`config.mk`:
```
export PLATFORM = sky130hd
export DESIGN_NAME = formant_slot_classifier
export DESIGN_NICKNAME = d
export VERILOG_FILES = /design/src/rtl/fsc_pkg.sv /design/src/rtl/formant_slot_classifier.sv
export SDC_FILE = /design/constraint.sdc
export NUM_CORES = 1
export LEC_CHECK = 0
export ABC_AREA = 1
export BUFFER_PORTS_ARGS = -buffer_cell sky130_fd_sc_hd__buf_4
export CAP_MARGIN = 20
export CORE_ASPECT_RATIO = 0.7
export CORE_MARGIN = 10
export CORE_UTILIZATION = 54
export CTS_CLUSTER_DIAMETER = 200
export CTS_CLUSTER_SIZE = 24
export DETAILED_ROUTE_END_ITERATION = 10
export PLACE_DENSITY_LB_ADDON = 0.12
export SLEW_MARGIN = 0
export SYNTH_ARGS = -nofsm -noshare
export SYNTH_HDL_FRONTEND = slang
export SYNTH_SLANG_ARGS = --single-unit
```
`constraint.sdc`:
```
create_clock -name clock -period 7.8 [get_ports clock]
set_input_delay 0.78 -clock clock [delete_from_list [all_inputs] [get_ports clock]]
set_output_delay 0.78 -clock clock [all_outputs]
set_load 0.01 [all_outputs]
```
`src/rtl/fsc_pkg.sv`:
```
// Shared types, codes and range tables of the formant slot classifier.
`timescale 1ns / 1ps

package fsc_pkg;

   // default slot capacity and the hard limit of one frame
   localparam int MAX_SLOTS_DEFAULT = 8;
   localparam int SLOT_HARD_CAP     = 8;

   // configuration register indexes
   localparam logic [1:0] CSR_SOURCE_CLASS   = 2'd0;
   localparam logic [1:0] CSR_BIN_RESOLUTION = 2'd1;
   localparam logic [1:0] CSR_MAX_FORMANTS   = 2'd2;

   // configuration reset values
   localparam logic [2:0]  SOURCE_CLASS_RESET   = 3'd0;
   localparam logic [15:0] BIN_RESOLUTION_RESET = 16'd2560;
   localparam logic [3:0]  MAX_FORMANTS_RESET   = 4'd4;

   // power value of results that carry no power
   localparam logic signed [19:0] POWER_FLOOR = 20'sh80000;

   typedef enum logic [1:0] {
      OP_START  = 2'd0,
      OP_BUMP   = 2'd1,
      OP_END    = 2'd2,
      OP_UNUSED = 2'd3
   } op_type;

   typedef enum logic [2:0] {
      ST_PITCH     = 3'd0,
      ST_FOUND     = 3'd1,
      ST_NOT_AVAIL = 3'd2,
      ST_UNDEFINED = 3'd3,
      ST_MAG_ERROR = 3'd4,
      ST_DONE      = 3'd5
   } status_type;

   typedef struct packed {
      op_type             op;
      logic [13:0]        pitch_hz;
      logic [15:0]        bump_distance;
      logic signed [15:0] bump_amplitude;
   } req_payload_type;

   typedef struct packed {
      logic [3:0]         slot_index;
      logic [19:0]        frequency_hz;
      logic signed [19:0] power_db;
      status_type         status;
      logic [3:0]         formant_count;
      logic               last;
   } rsp_payload_type;

   typedef struct packed {
      logic [19:0] lo;
      logic [19:0] hi;
   } range_type;

   // range limits in Hz, [slot][source class]
   localparam logic [12:0] RANGE_LO_HZ [0:4][0:4] = '{
      '{13'd50,   13'd50,   13'd200,  13'd350,  13'd50},
      '{13'd100,  13'd100,  13'd300,  13'd400,  13'd500},
      '{13'd700,  13'd700,  13'd800,  13'd1000, 13'd1500},
      '{13'd1600, 13'd1600, 13'd1800, 13'd2700, 13'd2500},
      '{13'd3000, 13'd2700, 13'd3200, 13'd3500, 13'd3500}
   };
   localparam logic [12:0] RANGE_HI_HZ [0:4][0:4] = '{
      '{13'd500,  13'd200,  13'd350,  13'd500,  13'd500},
      '{13'd1100, 13'd900,  13'd900,  13'd1100, 13'd1500},
      '{13'd3100, 13'd2200, 13'd2700, 13'd3000, 13'd2500},
      '{13'd4000, 13'd3200, 13'd3500, 13'd4000, 13'd3500},
      '{13'd5000, 13'd3900, 13'd4500, 13'd4800, 13'd4500}
   };

   // open range of a slot in Hz Q18.2; slots above four use 0.85 and 1.5 of nominal
   function automatic range_type slot_range(input logic [3:0] slot, input logic [2:0] src);
      logic [2:0] col;
      range_type  r;
      col = (src > 3'd4) ? 3'd0 : src;
      r   = '0;
      if (slot <= 4'd4) begin
         r.lo = {5'd0, RANGE_LO_HZ[slot[2:0]][col], 2'b00};
         r.hi = {5'd0, RANGE_HI_HZ[slot[2:0]][col], 2'b00};
      end else begin
         case (slot)
            4'd5: begin
               r.lo = 20'd15300;
               r.hi = 20'd27000;
            end
            4'd6: begin
               r.lo = 20'd18700;
               r.hi = 20'd33000;
            end
            4'd7: begin
               r.lo = 20'd22100;
               r.hi = 20'd39000;
            end
            4'd8: begin
               r.lo = 20'd25500;
               r.hi = 20'd45000;
            end
            default: r = '0;
         endcase
      end
      return r;
   endfunction

endpackage

```
`src/rtl/formant_slot_classifier.sv`:
```
// Top level of the formant slot classifier: control store, sequencer and datapath.
`timescale 1ns / 1ps

// Formant slot classifier. A start transfer passes the fetch and start steps and emits the
// pitch result; a bump transfer passes the transfer, multiply and range lookup, and classify
// steps and emits at most one result; an end transfer takes the end step, then one fill
// step for each unfilled slot and one for the done result, or emits nothing if aborted.
// The step counter walks a small control store one word per cycle and holds on a step
// that emits while the output register is still full, and on the fetch step while no
// input is valid. New input is taken only on the fetch step. Configuration writes take
// effect at once and are meant for idle periods between frames.
module formant_slot_classifier
   import fsc_pkg::*;
#(
   parameter int MAX_SLOTS = MAX_SLOTS_DEFAULT
) (
   input  logic            clock,
   input  logic            reset,
   input  logic            req_valid,
   output logic            req_ready,
   input  req_payload_type req_payload,
   output logic            rsp_valid,
   input  logic            rsp_ready,
   output rsp_payload_type rsp_payload,
   input  logic            csr_write_en,
   input  logic [1:0]      csr_index,
   input  logic [15:0]     csr_wdata
);

   localparam logic [3:0] SLOT_CAP =
      4'((MAX_SLOTS < SLOT_HARD_CAP) ? MAX_SLOTS : SLOT_HARD_CAP);

   // program addresses
   localparam logic [2:0] S_FETCH    = 3'd0;
   localparam logic [2:0] S_START    = 3'd1;
   localparam logic [2:0] S_PREP     = 3'd2;
   localparam logic [2:0] S_END      = 3'd3;
   localparam logic [2:0] S_NOP      = 3'd4;
   localparam logic [2:0] S_CLASSIFY = 3'd5;
   localparam logic [2:0] S_FILL     = 3'd6;

   typedef enum logic [2:0] {
      A_NONE, A_ACCEPT, A_PITCH, A_PREP, A_CLASSIFY, A_LOOP_INIT, A_FILL
   } act_type;

   typedef enum logic [2:0] {
      C_ALWAYS, C_DISPATCH, C_SKIP_BUMP, C_ABORTED, C_FILL_DONE
   } cond_type;

   typedef struct packed {
      act_type    act;
      cond_type   cond;
      logic [2:0] jmp_t;
      logic [2:0] jmp_f;
   } ctl_word_type;

   // control store: action, jump condition, target when true, target when false
   function automatic ctl_word_type ucode(input logic [2:0] addr);
      ctl_word_type w;
      case (addr)
         S_FETCH:    w = '{A_ACCEPT,    C_DISPATCH,  S_FETCH, S_FETCH};
         S_START:    w = '{A_PITCH,     C_ALWAYS,    S_FETCH, S_FETCH};
         S_PREP:     w = '{A_PREP,      C_SKIP_BUMP, S_FETCH, S_CLASSIFY};
         S_END:      w = '{A_LOOP_INIT, C_ABORTED,   S_FETCH, S_FILL};
         S_NOP:      w = '{A_NONE,      C_ALWAYS,    S_FETCH, S_FETCH};
         S_CLASSIFY: w = '{A_CLASSIFY,  C_ALWAYS,    S_FETCH, S_FETCH};
         S_FILL:     w = '{A_FILL,      C_FILL_DONE, S_FETCH, S_FILL};
         default:    w = '{A_NONE,      C_ALWAYS,    S_FETCH, S_FETCH};
      endcase
      return w;
   endfunction

   logic [2:0]      step_ff, step_in;
   logic [2:0]      source_class_ff;
   logic [15:0]     bin_res_ff;
   logic [3:0]      max_formants_ff;
   logic [3:0]      filled_ff, filled_in;
   logic            aborted_ff, aborted_in;
   logic [3:0]      slot_ctr_ff, slot_ctr_in;
   req_payload_type req_ff, req_in;
   logic [31:0]     prod_ff, prod_in;
   logic [19:0]     lo_ff, lo_in;
   logic [19:0]     hi_ff, hi_in;
   logic            rsp_valid_ff, rsp_valid_in;
   rsp_payload_type rsp_ff, rsp_in;

   ctl_word_type       ctl;
   logic [3:0]         lim;
   logic [3:0]         next_slot;
   logic               emits;
   logic               out_free;
   logic               hold;
   logic               cond_true;
   logic [2:0]         dispatch_target;
   logic               fire;
   logic [19:0]        freq;
   logic signed [19:0] amp_wide;
   logic signed [19:0] power;
   range_type          rng;

   assign ctl       = ucode(step_ff);
   assign lim       = (max_formants_ff > SLOT_CAP) ? SLOT_CAP : max_formants_ff;
   assign next_slot = filled_ff + 4'd1;
   assign out_free  = !rsp_valid_ff || rsp_ready;
   assign emits     = ctl.act inside {A_PITCH, A_CLASSIFY, A_FILL};
   assign hold      = ((ctl.act == A_ACCEPT) && !req_valid) || (emits && !out_free);
   assign freq      = prod_ff[31:12];
   assign amp_wide  = {{4{req_ff.bump_amplitude[15]}}, req_ff.bump_amplitude};
   assign power     = (amp_wide <<< 3) + (amp_wide <<< 1);
   assign rng       = slot_range(next_slot, source_class_ff);

   // decode the op of the incoming transfer
   always_comb begin
      case (req_payload.op)
         OP_START: dispatch_target = S_START;
         OP_BUMP:  dispatch_target = S_PREP;
         OP_END:   dispatch_target = S_END;
         default:  dispatch_target = S_NOP;
      endcase
   end

   // evaluate the jump condition of the current word
   always_comb begin
      case (ctl.cond)
         C_ALWAYS:    cond_true = 1'b1;
         C_DISPATCH:  cond_true = 1'b1;
         C_SKIP_BUMP: cond_true = aborted_ff || (filled_ff >= lim);
         C_ABORTED:   cond_true = aborted_ff;
         C_FILL_DONE: cond_true = slot_ctr_ff > lim;
         default:     cond_true = 1'b1;
      endcase
   end

   // advance the step counter unless the step waits
   always_comb begin
      if (hold) begin
         step_in = step_ff;
      end else if (ctl.cond == C_DISPATCH) begin
         step_in = dispatch_target;
      end else begin
         step_in = cond_true ? ctl.jmp_t : ctl.jmp_f;
      end
   end

   // datapath actions of each step
   always_comb begin
      req_in      = req_ff;
      prod_in     = prod_ff;
      lo_in       = lo_ff;
      hi_in       = hi_ff;
      filled_in   = filled_ff;
      aborted_in  = aborted_ff;
      slot_ctr_in = slot_ctr_ff;
      rsp_in      = rsp_ff;
      fire        = 1'b0;
      if (!hold) begin
         case (ctl.act)
            A_ACCEPT: begin
               req_in = req_payload;
            end
            A_PITCH: begin
               filled_in  = 4'd0;
               aborted_in = 1'b0;
               rsp_in     = '{4'd0, {6'd0, req_ff.pitch_hz}, POWER_FLOOR, ST_PITCH, 4'd0,
                              1'b1};
               fire       = 1'b1;
            end
            A_PREP: begin
               prod_in = 32'(req_ff.bump_distance) * 32'(bin_res_ff);
               lo_in   = rng.lo;
               hi_in   = rng.hi;
            end
            A_CLASSIFY: begin
               if (freq > lo_ff) begin
                  fire = 1'b1;
                  if (freq >= hi_ff) begin
                     filled_in = next_slot;
                     rsp_in    = '{next_slot, 20'd0, POWER_FLOOR, ST_NOT_AVAIL, next_slot,
                                   1'b1};
                  end else if (req_ff.bump_amplitude[15]) begin
                     aborted_in = 1'b1;
                     rsp_in     = '{next_slot, freq, POWER_FLOOR, ST_MAG_ERROR, filled_ff,
                                    1'b1};
                  end else begin
                     filled_in = next_slot;
                     rsp_in    = '{next_slot, freq, power, ST_FOUND, next_slot, 1'b1};
                  end
               end
            end
            A_LOOP_INIT: begin
               slot_ctr_in = next_slot;
            end
            A_FILL: begin
               fire = 1'b1;
               if (slot_ctr_ff > lim) begin
                  rsp_in = '{4'd0, 20'd0, POWER_FLOOR, ST_DONE, filled_ff, 1'b1};
               end else begin
                  rsp_in      = '{slot_ctr_ff, 20'd0, POWER_FLOOR, ST_UNDEFINED, filled_ff,
                                  1'b0};
                  slot_ctr_in = slot_ctr_ff + 4'd1;
               end
            end
            default: begin
            end
         endcase
      end
   end

   // load the output register on an emit, drop valid after the transfer
   assign rsp_valid_in = fire ? 1'b1 : (rsp_ready ? 1'b0 : rsp_valid_ff);

   // control state and configuration registers
   always_ff @(posedge clock) begin
      if (reset) begin
         step_ff         <= S_FETCH;
         filled_ff       <= 4'd0;
         aborted_ff      <= 1'b0;
         slot_ctr_ff     <= 4'd0;
         rsp_valid_ff    <= 1'b0;
         source_class_ff <= SOURCE_CLASS_RESET;
         bin_res_ff      <= BIN_RESOLUTION_RESET;
         max_formants_ff <= MAX_FORMANTS_RESET;
      end else begin
         step_ff      <= step_in;
         filled_ff    <= filled_in;
         aborted_ff   <= aborted_in;
         slot_ctr_ff  <= slot_ctr_in;
         rsp_valid_ff <= rsp_valid_in;
         if (csr_write_en) begin
            case (csr_index)
               CSR_SOURCE_CLASS:   source_class_ff <= csr_wdata[2:0];
               CSR_BIN_RESOLUTION: bin_res_ff      <= csr_wdata;
               CSR_MAX_FORMANTS:   max_formants_ff <= csr_wdata[3:0];
               default: begin
               end
            endcase
         end
      end
   end

   // payload registers
   always_ff @(posedge clock) begin
      req_ff  <= req_in;
      prod_ff <= prod_in;
      lo_ff   <= lo_in;
      hi_ff   <= hi_in;
      rsp_ff  <= rsp_in;
   end

   assign req_ready   = (ctl.act == A_ACCEPT);
   assign rsp_valid   = rsp_valid_ff;
   assign rsp_payload = rsp_ff;

   // the fill count never passes the slot cap
   assert property (@(posedge clock) disable iff (reset) filled_ff <= SLOT_CAP)
      else $error("filled slot count above cap");

   // an aborted frame never reaches the fill loop
   assert property (@(posedge clock) disable iff (reset) (step_ff == S_FILL) |-> !aborted_ff)
      else $error("fill loop entered on aborted frame");

   // only undefined results leave last low
   assert property (@(posedge clock) disable iff (reset)
                    (rsp_valid_ff && (rsp_ff.status != ST_UNDEFINED)) |-> rsp_ff.last)
      else $error("final result without last");

   // the fill loop stays within one slot past the cap
   assert property (@(posedge clock) disable iff (reset)
                    (step_ff == S_FILL) |-> (slot_ctr_ff <= SLOT_CAP + 4'd1))
      else $error("fill slot counter out of range");

endmodule
```
==> insert_results.sql <==
INSERT INTO impl_metrics (metric_group, metric, value, unit) VALUES
('detailed_routing', 'postRouteWirelength', '47200', 'µm'),
('clock_network', 'cts.htree.levels', '4', ''),
('final_layout', 'area_growth_syn_to_layout', '10.1', '%'),
('final_layout', 'antenna_cells', '0', ''),
('setup_path', 'critical_path_fanouts_max', '16', ''),
('setup_path', 'worst_path_max_delay_cell', 'sky130_fd_sc_hd__edfxtp_1', ''),
('sta', 'rsz0062_at_grt', 'false', ''),
('sta', 'slew_viol_final', '0', ''),
('yosys', 'synth_seq_area_share', '28.2', '%'),
('setup_path', 'timing.critical_path.cells', 'nand2_1, fa_1, inv_1, fa_1, inv_1, fa_1, inv_1, fa_1, fa_1, inv_1, fa_1, inv_1, ha_1, nand2_1, nor2_1, inv_1, nor3_1, nand3_1, nand3_1, nand3_1, nand3_1, xor2_1', ''),
('final_layout', 'n_fill_cell', '2894', ''),
('die', 'die-height', '172', 'µm'),
('die', 'die_width', '237', 'µm'),
('detailed_routing', 'detail_route.wl_per_cell', '18.1', 'µm'),
('global_routing', 'grt_max_degree', '53', ''),
('clock_network', 'clock_tree.buffer_depth', '2', ''),
('setup_path', 'endpoint_kind', 'flop', ''),
('yosys', 'post_synth_inst_count', '2104', ''),
('sta', 'worst-slew-pin-transition', '999', 'ps'),
('yosys', 'synth.lib_cells_used.distinct', '54', ''),
('clock_network', 'post_cts_resized', '0', ''),
('final_layout', 'fraction_of_layout_cells_with_a_size_suffix_above_1', '9.57', '%'),
('sta', 'timing.final.hold_violations', '0', ''),
('die', 'top_level_ports', '125', ''),
('clock_network', 'path_clk_slew', '90', 'ps'),
('sta', 'worst_hold_slack', '484', 'ps'),
('sta', 'post-route-period-util', '83.9', '%'),
('sta', 'worst_clock_skew', '17.6', 'ps'),
('yosys', 'cell_area_after_synthesis', '0.0178', 'mm²'),
('die', 'rows', '55', ''),
('clock_network', 'postCtsSetupBuffers', '0', ''),
('placement', 'gp_congestion', '0.969', ''),
('global_routing', 'grt.overflow.total', '0', ''),
('clock_network', 'clk_root_buffer_cell', 'sky130_fd_sc_hd__clkbuf_16', ''),
('clock_network', 'post_cts_hold_buffer_count', '0', ''),
('yosys', 'synth.yosys.warnings', '0', ''),
('power_and_ir_drop', 'total_power', '7.81', 'mW'),
('outcome', 'outcome', 'finished clean', ''),
('yosys', 'mean_syn_cell_area', '8.45', 'µm²'),
('setup_path', 'cp-start-kind', 'flop', ''),
('clock_network', 'cts_tree', 'yes', ''),
('hold_path', 'worstHoldPathType', 'primary input to flop', ''),
('yosys', 'synth-seq-cells', '179', ''),
('setup_path', 'setup.worst_path.class', 'flop to flop', ''),
('power_and_ir_drop', 'standby_leakage_power', '10.2', 'nW'),
('sta', 'timing.final.crit_period', '6550', 'ps'),
('die', 'dieArea', '0.0407', 'mm²'),
('global_routing', 'track_usage', '23.8', '%'),
('placement', 'dpl.hpwl', '37200', 'µm'),
('clock_network', 'numClockSinks', '179', ''),
('power_and_ir_drop', 'irDropWorstVdd', '0.358', 'mV'),
('setup_path', 'reg2reg_slack', '1250', 'ps'),
('clock_network', 'cts_inserted_buffers', '17', ''),
('detailed_routing', 'drtAntennaViolNets', '0', ''),
('sta', 'timing.setup.tns', '0', 'ps'),
('detailed_routing', 'post-route-drc-count', '0', ''),
('detailed_routing', 'via_count_of_the_routed_design', '14100', ''),
('detailed_routing', 'first_pass_iters', '6', ''),
('flow_run', 'max-cap-violations', '0', ''),
('sta', 'timing.max_slew.rel_slack', '33.4', '%'),
('die', 'core', '0.0324', 'mm²'),
('final_layout', 'final_cell_count_no_fill', '2612', ''),
('detailed_routing', 'first_iter_violations', '1407', ''),
('setup_path', 'critical_path_required', '8110', 'ps'),
('sta', 'report.final.setup_viol', '0', ''),
('final_layout', 'utilization', '60.4', '%'),
('placement', 'place_inst', '2579', ''),
('clock_network', 'clk_latency', '470', 'ps'),
('detailed_routing', 'routed_via_density', '5.42', ''),
('global_routing', 'first_pass_grt_wire_length', '76800', 'µm'),
('placement', 'port_buffers', '123', ''),
('global_routing', 'grt_pass1_vias', '13900', ''),
('sta', 'max_clock_freq', '153', 'MHz'),
('power_and_ir_drop', 'pwr_per_cell_area', '399', 'mW/mm²'),
('setup_path', 'worst_path_largest_cell_delay', '950', 'ps'),
('final_layout', 'nNetsFinal', '2598', ''),
('die', 'initial_utilization', '54.9', '%'),
('setup_path', 'worst-endpoint-arrival', '6850', 'ps'),
('global_routing', 'grt_antenna_before_repair', '1', '');
==> synth_stat cells, drive strengths merged <==
library cell,n,area [µm²]
a32o,13,130
nand3b,4,30.0
o22ai,10,62.6
buf,14,85.1
a31oi,20,125
ha,161,2010
inv,497,1870
o21ba,1,10.0
a41oi,1,8.76
nor3,20,105
o21a,4,30.0
dfxtp,36,721
a221oi,1,15.0
edfxtp,143,4290
a211oi,3,22.5
xor2,13,114
or2,1,6.26
fa,194,3880
conb,1,3.75
and3,1,6.26
o21bai,7,56.3
nor4,2,12.5
and2,1,6.26
o311ai,2,17.5
o31ai,3,22.5
xnor2,12,105
nor2,152,657
a22oi,1,7.51
nand3,47,245
clkbuf,69,259
a21oi,79,410
o221ai,3,26.3
o21ai,97,497
a21o,5,37.5
nand2,473,1800
o211ai,2,15.0
a21boi,1,7.51
nand4,10,62.6
==> critical path: cells and delay by family (launching register included) <==
family        cells  cell delay, ps
fa+ha+maj         7            3530
simple gates      8            1380
flops             1             950
buf+inv           6             340
xor+xnor          1             170
==> final timing paths <==
check / from / endpoint / cells after the start
worst max-delay path: req_ff[23]$_DFFE_PP_ / prod_ff[28]$_DFFE_PP_ / 22
worst min-delay path: req_payload[24] / req_ff[24]$_DFFE_PP_ / 1
worst max register to register: req_ff[23]$_DFFE_PP_ / prod_ff[28]$_DFFE_PP_ / 22
worst min register to register: max_formants_ff[0]$_SDFFE_PP0P_ / max_formants_ff[0]$_SDFFE_PP0P_ / 2
==> cell usage in the layout (no fill, tap or decap), types with 36 or more instances in the layout <==
| cell type | instances |
|---|---|
| sky130_fd_sc_hd__nand3_1 | 45 |
| sky130_fd_sc_hd__edfxtp_1 | 143 |
| sky130_fd_sc_hd__fa_1 | 194 |
| sky130_fd_sc_hd__a21oi_1 | 77 |
| sky130_fd_sc_hd__nor2_1 | 137 |
| sky130_fd_sc_hd__ha_1 | 161 |
| sky130_fd_sc_hd__inv_1 | 482 |
| sky130_fd_sc_hd__dfxtp_1 | 36 |
| sky130_fd_sc_hd__nand2_1 | 466 |
| sky130_fd_sc_hd__o21ai_0 | 88 |
| sky130_fd_sc_hd__buf_4 | 127 |
==> state kept, by name, indices dropped and copies added, names as in the netlist <==
signal and count:
step_ff 3, lo_ff 13, rsp_valid 1, aborted_ff 1
hi_ff 13, slot_ctr_ff 4, bin_res_ff 16, source_class_ff 3
amp_wide 16, req_ff 30, filled_ff 4, max_formants_ff 4
rsp_payload 51, prod_ff 20
==> area by class of cell <==
type                            instances  area, µm²  share of cell area [%]
Multi-Input combinational cell       1349      10600                    54.1
Sequential cell                       179       5010                    25.6
Inverter                              497       1870                    9.57
Timing Repair Buffer                  128        973                    4.97
Tap cell                              427        534                    2.73
Clock buffer                           18        429                    2.19
Clock inverter                         14        168                   0.856
==> per-stage QoR <==
step	worst slack [ps]	cell area [µm²]
floorplan	2140	17800
global placement	1490	19000
detailed placement	1440	19000
CTS	1410	19600
global route	1080	19600
finish	1250	19600
==> layer usage <==
layer	up-vias	part of all wire (%)	track usage (%)	wire, µm
met4	2	1.5	5.27	699
met3	44	9.2	4.41	4330
met2	654	42	34.3	19600
li1	6645	-	-	-
met1	6800	48	36.2	22500
met5	-	0.028	0	13
==> kinds of logic (layout without fill, tap and decap cells) <==
group	Yosys count	count (layout)	synth area share, %
XOR/XNOR	25	25	1.23
adder cells (fa/ha/maj)	355	355	33.2
AO/OA/AOI/OAI	253	253	8.44
other	1	5	0.0211
AND/OR/NAND/NOR	711	711	16.5
flip-flops	179	179	28.2
buffers and inverters	580	657	12.5
==> report_power, final <==
group	internal, mW	switching, mW	total (mW)
clock	0.483	0.429	0.912
combinational	1.84	3.29	5.13
sequential	1.45	0.325	1.77
Note: power is estimated with default switching activity, not from simulation.
